**src/fba_init.sv**
```systemverilog
module fba_init #(
	parameter int DEPTH = 1024
) (
	input  logic                       clk,
	input  logic                       arst_n,
	input  logic                       start,
	input  logic [$clog2(DEPTH+1)-1:0] count,
	output logic                       busy,
	output logic                       wr_en,
	output logic [$clog2(DEPTH)-1:0]   wr_addr,
	output logic [$clog2(DEPTH+1)-1:0] wr_data
);

	localparam int ADDR_W = $clog2(DEPTH);
	localparam int CNT_W  = $clog2(DEPTH + 1);

	logic             busy_q;
	logic [CNT_W-1:0] idx_q;
	logic [CNT_W-1:0] idx_next;
	logic             last;

	assign idx_next = idx_q + CNT_W'(1);
	assign last     = (idx_next == count);

	// reset leaves the sweep running from entry zero
	always_ff @(posedge clk or negedge arst_n) begin
		if (!arst_n) begin
			busy_q <= 1'b1;
			idx_q  <= '0;
		end else if (start) begin
			busy_q <= 1'b1;
			idx_q  <= '0;
		end else if (busy_q) begin
			if (last) begin
				busy_q <= 1'b0;
			end
			idx_q <= idx_next;
		end
	end

	assign busy    = busy_q;
	assign wr_en   = busy_q && !start;
	assign wr_addr = idx_q[ADDR_W-1:0];
	// last entry closes the list with the end marker
	assign wr_data = last ? CNT_W'(DEPTH) : idx_next;

endmodule

```
**config.mk**
```make
export PLATFORM = sky130hd
export DESIGN_NAME = fba_init
export DESIGN_NICKNAME = d
export VERILOG_FILES = /design/src/fba_init.sv
export SDC_FILE = /design/constraint.sdc
export NUM_CORES = 1
export LEC_CHECK = 0
export BUFFER_PORTS_ARGS = -buffer_cell sky130_fd_sc_hd__buf_2
export CAP_MARGIN = 20
export CORE_ASPECT_RATIO = 1.4
export CORE_MARGIN = 3
export CORE_UTILIZATION = 51
export CTS_CLUSTER_SIZE = 25
export DETAILED_ROUTE_END_ITERATION = 12
export HOLD_SLACK_MARGIN = 0.06
export PLACE_DENSITY = 0.91
export SETUP_SLACK_MARGIN = 0.5
export SYNTH_ARGS = -nofsm -noshare
export SYNTH_HDL_FRONTEND = slang
export SYNTH_SLANG_ARGS = --single-unit
```
**constraint.sdc**
```tcl
create_clock -name clk -period 2.3 [get_ports clk]
set_clock_uncertainty 0.15 [all_clocks]
set_input_delay 0.115 -clock clk [delete_from_list [all_inputs] [get_ports clk]]
set_output_delay 0.115 -clock clk [all_outputs]
set_load 0.03 [all_outputs]
```
==> metrics.txt, run 1 <==
Mapped Avg Cell Area=9.69 um^2; 1st-iter DRT viols=52; Vert. Die Dim=63.2 um; total grt overflow=0; Gate power share=0.324; worst setup margin=-0.257 ns; CTS clk-pin slew, worst paths=0.07 ns; Cell Area, Synth=1190 um^2; worst hold margin=0.0946 ns; setup tns final=-2.87 ns; FMAX=391 MHz; Internal Pwr Total=402 uW; largest area contributor in the netlist=dfrtp_1; diodes inserted=0; Clk Latency, worst-skew pair=0.27 ns; failing checks=negative setup slack; Initial Util=0.541; # setup viols final=12; initial antenna violation count=0; CTS Buffer Depth=2; Num CTS Buffers=3; GR Layer Usage met1=0.256; vias=1175; critical path peak fanout=5; Final Slew Violations=0; met2 Use GR=0.406; DIE AREA=2960 um^2; final WL=4.13 mm; FF/Latch Area=307 um^2; Yosys warning total=0; layout net count=196; post-synth top area share=0.231; Max IR drop VDD=0.475 mV; Tmin final=2.56 ns; Clock Power Share=0.289; net count after synthesis=138; CP Capture Type=primary output; layout cell share with drive strength beyond 1=0.606; Net Switching=176 uW; P per Cell Area=311 nW/um^2; synth top area cells=dfrtp_1 (23%), xnor2_1 (14%), xor2_1 (7.3%); CTS tree=built; first-pass GRT wire length=4.95 mm; design area=1860 um^2; #FFs+latches synth=12; Finished Layout Cells=202; number of vias per cell=5.82; P&R area growth vs syn=55.7%; critical path class=register to primary output; cells after synthesis=123; Rel. slew slack=0.761; Reg power frac=0.387; sequential fraction of the synthesis area=0.253; Critical Path RT=2.04 ns; Unique masters post-synth=38; Crit path arrival time=2.29 ns; final core utilization=0.843; core area=2200 um^2; GRT Total Usage=0.230; Placement Cell Area=1530 um^2; Slew @ Worst Pin=0.355 ns; HP Class=input pin to async pin; TritonRoute pass-1 iters=4; Fillers=100; largest net degree at the start of global routing=15; DR DRC count=0; routed len/inst=20.4 um; row cnt=20; Die X=46.9 um; leakage power=0.000845 uW; root buffer cell=clkbuf_4; clock sinks=12; io pins=37; Max Cap Viol=0; Hold Violations, Final=0; GR Util met3=0.0143; Net Sw Frac=0.304; R2R Setup Slk=-0.18 ns; crit share post-route=1.11; number of global-route vias before repair=1079; routability cong.=0.790; Critical Path Start Type=register; status=finished with violations; antenna-violating nets left=0; total number of H-tree levels=1; detailed placement HPWL=2.32 mm; Placed Cells=181; busiest grt layer=met2; PortBufs=36; multi-input logic area=903 um^2; RSZ-0062 raised after global routing=true
==> cell usage in the layout (no fill, tap or decap), types with 2 or more instances in the layout <==
| master | synthesis | routed |
|---|---|---|
| nor3_4 | 0 | 2 |
| buf_12 | 0 | 2 |
| xor2_1 | 10 | 10 |
| dfrtp_2 | 0 | 4 |
| nand4_1 | 2 | 2 |
| xnor3_1 | 2 | 2 |
| dlygate4sd3_1 | 0 | 2 |
| nor2b_1 | 3 | 3 |
| xnor2_1 | 19 | 15 |
| a21oi_4 | 0 | 9 |
| xnor2_4 | 0 | 2 |
| and3_4 | 1 | 2 |
| nand2_1 | 10 | 10 |
| buf_4 | 11 | 24 |
| xnor2_2 | 0 | 2 |
| buf_2 | 1 | 25 |
| nor2_1 | 13 | 13 |
| dfrtp_1 | 11 | 7 |
| inv_1 | 2 | 2 |
| clkbuf_4 | 0 | 3 |
| buf_8 | 0 | 2 |
| buf_6 | 3 | 16 |
==> power by group through the flow <==
stage	sequential (uW)	clock, uW	combinational (uW)
after floorplan	228	0	106
after global placement	227	0	145
after detailed placement	228	0	149
after CTS	224	173	163
after global routing	224	182	195
final	223	167	187
==> logic make-up after synthesis <==
kind of cell,count (synthesis),synth area share
and+or+nand+nor,43,0.225
xor gates and xnor gates,32,0.273
buffers and inverters,20,0.119
AOI/OAI and AO/OA,14,0.112
DFF,12,0.253
muxes,1,0.00839
adders and majority gates,1,0.0105
==> cell usage after synthesis, drive strengths merged <==
master / instances
nor2b: 3
xor2: 10
xnor2: 19
mux2i: 1
buf: 16
inv: 2
a21bo: 1
clkbuf: 2
xnor3: 3
nor3: 4
ha: 1
and3: 2
a31oi: 1
dfstp: 1
and4: 1
nor2: 15
o32a: 1
nand4b: 1
nand4: 2
dfrtp: 11
a21oi: 10
nand2: 11
nor4: 1
a21boi: 1
nand3: 3
==> worst paths after layout <==
path,start,to,cells after the start
hold / removal,arst_n,idx_q[6],2
setup reg to reg,idx_q[0],busy,13
min in group clk,idx_q[10],idx_q[10],2
setup / recovery,idx_q[0],wr_data[7],9
max in group asynchronous,arst_n,busy,2
hold reg to reg,idx_q[10],idx_q[10],2
==> worst max-delay path, stage by stage (launching register included) <==
cell and delay, ns:
dfrtp_2 0.45, ha_4 0.21, xnor2_4 0.13, xnor2_1 0.12, nand4b_1 0.29, nor4_4 0.27, buf_4 0.19, buf_8 0.15
a21oi_4 0.06, buf_6 0.15
==> layout make-up <==
type                    count  area share
well taps                  22      0.0148
repair buffers             71       0.310
clock buffers               4      0.0195
flip-flops and latches     12       0.165
multi-input cells          91       0.487
inverters                   2     0.00404
==> per-stage QoR <==
| stage | power (uW) | worst slack (ns) |
|---|---|---|
| floorplan | 334 | 0.221 |
| global placement | 372 | 0.0799 |
| detailed placement | 377 | 0.0269 |
| CTS | 560 | -0.169 |
| global route | 602 | -0.336 |
| finish | 577 | -0.257 |
==> registers in the layout, summed over array words and instances, names as in the netlist <==
| register | cells |
|---|---|
| busy | 1 |
| idx_q | 11 |
==> metal layers <==
layer | share of wire | wire length, um | vias up
met2 | 0.51 | 2120 | 77
met3 | 0.057 | 236 | 21
met1 | 0.38 | 1560 | 568
met4 | 0.051 | 211 | 0
met5 | 0 | 0 | -
li1 | - | - | 509
==> repair_timing <==
action	4_1_cts	5_1_grt
buffers inserted	2	13
pin swaps	3	6
endpoints found under the setup margin	12	12
endpoints found under the hold margin	20	0
gates cloned	0	0
hold buffers	2	0
gates resized for setup	28	13
Note: power is estimated with default switching activity, not from simulation.
==> run 2, diff against run 1 <==
Settings changed: ABC_CLOCK_PERIOD_IN_PS set to 2300, BUFFER_PORTS_ARGS -buffer_cell sky130_fd_sc_hd__buf_2 to -buffer_cell sky130_fd_sc_hd__buf_4.
==> metrics.txt, run 2 (synthesis results as in run 1) <==
layout cell share with drive strength beyond 1=0.575 (-0.0308); leakage power=0.000815 uW (-3.5%); crit share post-route=1.07 (-0.0445); GRT Total Usage=0.261 (+0.0306); first-pass GRT wire length=5.53 mm (+12%); row cnt=20 (unchanged); most frequent CP cell=buf_6; total number of H-tree levels=1 (unchanged); routed len/inst=18.1 um (-11%); DR DRC count=0 (unchanged); number of vias per cell=5.53 (-4.9%); largest net degree at the start of global routing=15 (unchanged); failing checks=negative setup slack; clock sinks=12 (unchanged); vias=1084 (-7.7%); detailed placement HPWL=2.33 mm (+0.20%); worst setup margin=-0.155 ns (+0.102 ns); Crit path arrival time=2.19 ns (-0.10 ns); Slew @ Worst Pin=0.474 ns (+0.119 ns); Critical Path RT=2.04 ns (about the same); core area=2200 um^2 (unchanged); PortBufs=36 (unchanged); CTS tree=built; most flop-heavy register=idx_q; Levels on crit path=8 (-1); CP Capture Type=primary output; Hold Violations, Final=0 (unchanged); initial antenna violation count=0 (unchanged); Slowest-stage cell, CP=dfrtp_2; Max Cap Viol=0 (unchanged); Initial Util=0.541 (unchanged); RSZ-0062 raised after global routing=true; critical path peak fanout=5 (unchanged); P per Cell Area=289 nW/um^2 (-6.9%); antenna-violating nets left=0 (unchanged); CP max stage delay=0.44 ns (about the same); most frequent cells in the layout=buf_4 (46), xnor2_1 (16), buf_6 (14); layout net count=190 (-3.1%); HP Class=input pin to async pin; Clk Latency, worst-skew pair=0.27 ns (about the same); critical path class=register to primary output; Die X=46.9 um (unchanged); io pins=37 (unchanged); Vert. Die Dim=63.2 um (unchanged); pre-CTS WS=0.0583 ns (+0.0314 ns); Total Power=534 uW (-7.5%); number of buffers and inverters on the critical path=2 (-1); Fillers=111 (+11%); Critical Path Start Type=register; number of global-route vias before repair=1156 (+7.1%); R2R cell count=8 (-5); # setup viols final=11 (-1); 1st-iter DRT viols=41 (-21%); routability cong.=0.774 (-2.1%); Rel. slew slack=0.683 (-0.0784); Max IR drop VDD=0.314 mV (-34%); Final Slew Violations=0 (unchanged); cell family with most CP delay=simple AND/OR/NAND/NOR gates; CP Cell Sequence=ha_4 -> and3_4 -> xnor2_4 -> xnor2_2 -> nor4_4 -> buf_6 -> a21oi_4 -> buf_6; final WL=3.56 mm (-14%); DIE AREA=2960 um^2 (unchanged); P&R area growth vs syn=54.8%; status=finished with violations; diodes inserted=0 (unchanged); total grt overflow=0 (unchanged); Num CTS Buffers=3 (unchanged); root buffer cell=clkbuf_4; TritonRoute pass-1 iters=4 (unchanged); commonest non-fill, non-tap cell in the layout=buf_4; CTS clk-pin slew, worst paths=0.06 ns (about the same); max reg flops=11 (unchanged); FMAX=407 MHz (+4.2%); CTS Buffer Depth=2 (unchanged); multi-input logic area=907 um^2 (+0.42%); Tmin final=2.45 ns (-0.102 ns); FF/Latch Area=304 um^2 (-0.82%)
[run 2: cell count changes in the layout (fill, tap and decap cells not counted), moves of 2 or more]
| cell | change |
|---|---|
| buf_4 | +22 |
| buf_6 | -2 |
| buf_8 | -2 |
| dfrtp_2 | -2 |
| dfrtp_1 | +2 |
| buf_2 | -25 |
[run 2: worst reg2reg max path: stages (launching register included)]
cell and delay [ns]:
dfrtp_2 0.44, ha_4 0.21, and3_4 0.20, xnor2_4 0.14
xnor2_2 0.15, nor4_4 0.36, buf_4 0.19, buf_6 0.09
a31oi_4 0.06
[run 2: final cells by class]
type	count	area share
Tap cell	22	0.0149
Timing Repair Buffer	65	0.311
Sequential cell	12	0.165
Inverter	2	0.00407
Multi-Input combinational cell	91	0.492
Clock buffer	4	0.0142
[run 2: timing repair]
| action | in CTS | in global routing |
|---|---|---|
| hold buffers | 3 | 0 |
| gates resized for setup | 18 | 5 |
| cloned | 0 | 0 |
| setup buffers | 5 | 2 |
| hold endpoints to repair | 24 | 0 |
| endpoints found under the setup margin | 12 | 14 |
| pin swaps | 5 | 6 |
[run 2: per-stage QoR]
| stage | hold slack (ns) | setup TNS [ns] | instances | instance area [um^2] | utilization |
|---|---|---|---|---|---|
| 2_1_floorplan | -0.331 | 0 | 123 | 1300 | - |
| 3_3_place_gp | -0.195 | 0 | 182 | 1640 | 0.743 |
| 3_5_place_dp | -0.193 | 0 | 182 | 1640 | 0.743 |
| 4_1_cts | 0.167 | -1.32 | 194 | 1810 | 0.822 |
| 5_1_grt | 0.190 | -2.20 | 196 | 1850 | 0.838 |
| 6_report | 0.188 | -1.47 | 196 | 1850 | 0.838 |
[run 2: worst paths after layout]
kind	from	to	slack (ns)
hold reg to reg	idx_q[2]	idx_q[2]	0.48
hold / removal	arst_n	busy	0.19
min in group clk	count[4]	busy	0.38
max in group asynchronous	arst_n	idx_q[0]	0.90
setup / recovery	idx_q[0]	wr_data[5]	-0.15
setup reg to reg	idx_q[0]	busy	0.24
[run 2: metal layers]
layer	track usage	vias to the layer above	routed length, um
met5	0	-	0
met4	0.131	0	146
met3	0.0229	17	166
met2	0.451	47	1950
met1	0.298	525	1290
li1	-	495	-
[run 2: report_power, final]
part	total, uW	internal, uW	switching, uW	leakage [uW]
sequential	223	216	6.60	0.000159
combinational	185	94.8	90.2	0.000641
clock	127	67.0	59.7	0.0000150
total	534	378	156	0.000815
==> run 3, diff against run 2 <==
Settings changed: CAP_MARGIN 20 to unset, PLACE_DENSITY 0.91 to 0.83.
==> metrics.txt, run 3 (synthesis results as in run 1) <==
status=finished with violations; failing checks=negative setup slack; antenna-violating nets left=0 (unchanged); initial antenna violation count=0 (unchanged); layout cell share with drive strength beyond 1=0.586 (+0.0111); Slew @ Worst Pin=0.331 ns (-0.143 ns); routed len/inst=16.1 um (-11%); largest net degree at the start of global routing=15 (unchanged); diodes inserted=0 (unchanged); leakage power=0.000765 uW (-6.1%); number of vias per cell=5.31 (-3.9%); DR DRC count=0 (unchanged); Rel. slew slack=0.778 (+0.0946); worst hold margin=0.0696 ns (-0.118 ns); vias=1015 (-6.4%); Max Cap Viol=0 (unchanged); # setup viols final=11 (unchanged); clock sinks=12 (unchanged); P per Cell Area=301 nW/um^2 (+3.9%); DIE AREA=2960 um^2 (unchanged); setup tns final=-1.08 ns (+0.383 ns); Placement Cell Area=1610 um^2 (-1.4%); Initial Util=0.541 (unchanged); Critical Path RT=2.04 ns (about the same); design area=1810 um^2 (-1.8%); most flop-heavy register=idx_q; CTS tree=built; Vert. Die Dim=63.2 um (unchanged); crit share post-route=1.05 (-0.0139); total grt overflow=0 (unchanged); io pins=37 (unchanged); total number of H-tree levels=1 (unchanged); Final Slew Violations=0 (unchanged); commonest non-fill, non-tap cell in the layout=buf_4; layout net count=185 (-2.6%); number of global-route vias before repair=1023 (-12%); pre-CTS WS=0.0801 ns (+0.0218 ns); critical path class=register to primary output; Max Used Layer=met4; Die X=46.9 um (unchanged); worst setup margin=-0.123 ns (+0.0320 ns); final WL=3.08 mm (-13%); critical path peak fanout=5 (unchanged); detailed placement HPWL=2.35 mm (+1.0%); P&R area growth vs syn=51.9%; most frequent cells in the layout=buf_4 (41), xnor2_1 (16), buf_6 (15); Hold Violations, Final=0 (unchanged); row cnt=20 (unchanged); PortBufs=36 (unchanged); met1 wire length=1.14 mm (-12%); GRT Total Usage=0.228 (-0.0328); CP Capture Type=primary output; Crit path arrival time=2.16 ns (-0.03 ns); Num CTS Buffers=3 (unchanged); CTS clk-pin slew, worst paths=0.07 ns (about the same); core area=2200 um^2 (unchanged); Fillers=117 (+5.4%); max reg flops=11 (unchanged); Max IR drop VDD=0.392 mV (+25%); 1st-iter DRT viols=24 (-41%); RSZ-0062 raised after global routing=true; HP Class=input pin to async pin; CTS Buffer Depth=2 (unchanged); FMAX=413 MHz (+1.3%); Clk Latency, worst-skew pair=0.27 ns (about the same); DR WL met3=170 um (+2.4%); DR WL met2=1.72 mm (-12%); TritonRoute pass-1 iters=4 (unchanged); Critical Path Start Type=register; routability cong.=0.773 (-0.14%); Placed Cells=179 (-1.6%); first-pass GRT wire length=4.93 mm (-11%); root buffer cell=clkbuf_4; Tmin final=2.42 ns (-0.0320 ns); Finished Layout Cells=191 (-2.6%)
-- run 3: layer usage --
metal / up-vias / GRT usage
li1: 486 / -
met1: 478 / 0.262
met2: 43 / 0.396
met3: 8 / 0.0314
met4: 0 / 0.0934
met5: - / 0
-- run 3: repair_timing --
action	in CTS	in global routing
hold endpoints to repair	24	0
gates cloned	0	0
gates resized for setup	19	8
pin swaps	6	5
setup buffers	4	2
hold buffers	2	0
endpoints found under the setup margin	12	13
-- run 3: worst paths after layout --
kind | slack, ns | end | startpoint | depth (start not counted)
setup / recovery | -0.12 | wr_data[7] | idx_q[0] | 8
hold / removal | 0.07 | idx_q[10] | arst_n | 2
setup reg to reg | 0.36 | busy | idx_q[0] | 7
hold reg to reg | 0.47 | idx_q[10] | idx_q[10] | 2
max in group asynchronous | 1.70 | busy | arst_n | 2
min in group clk | 0.26 | busy | count[4] | 5
-- run 3: through the flow --
step	power (uW)	utilization
4_1_cts	540	0.802
3_3_place_gp	387	0.732
2_1_floorplan	334	-
5_1_grt	571	0.823
6_report	545	0.823
3_5_place_dp	391	0.732
-- run 3: power by group --
group	switching (uW)	internal, uW	total (uW)
Clock	65.4	67.1	132
Sequential	6.83	216	223
Combinational	91.0	98.1	189
Total	163	381	545
-- run 3: critical path: stages, from the launching register on --
cell      delay [ns]
dfrtp_2         0.45
ha_4            0.21
xnor2_4         0.13
xnor2_1         0.12
nand4b_1        0.21
nor4_4          0.35
buf_6           0.21
a21oi_4         0.07
buf_6           0.15
-- run 3: layout make-up --
type / count / area (um^2) / area share
tap: 22 / 27.5 / 0.0152
inverter: 2 / 7.51 / 0.00414
timing repair buffer: 60 / 537 / 0.296
sequential: 12 / 308 / 0.170
clock buffer: 4 / 26.3 / 0.0145
multi-input combinational: 91 / 906 / 0.500
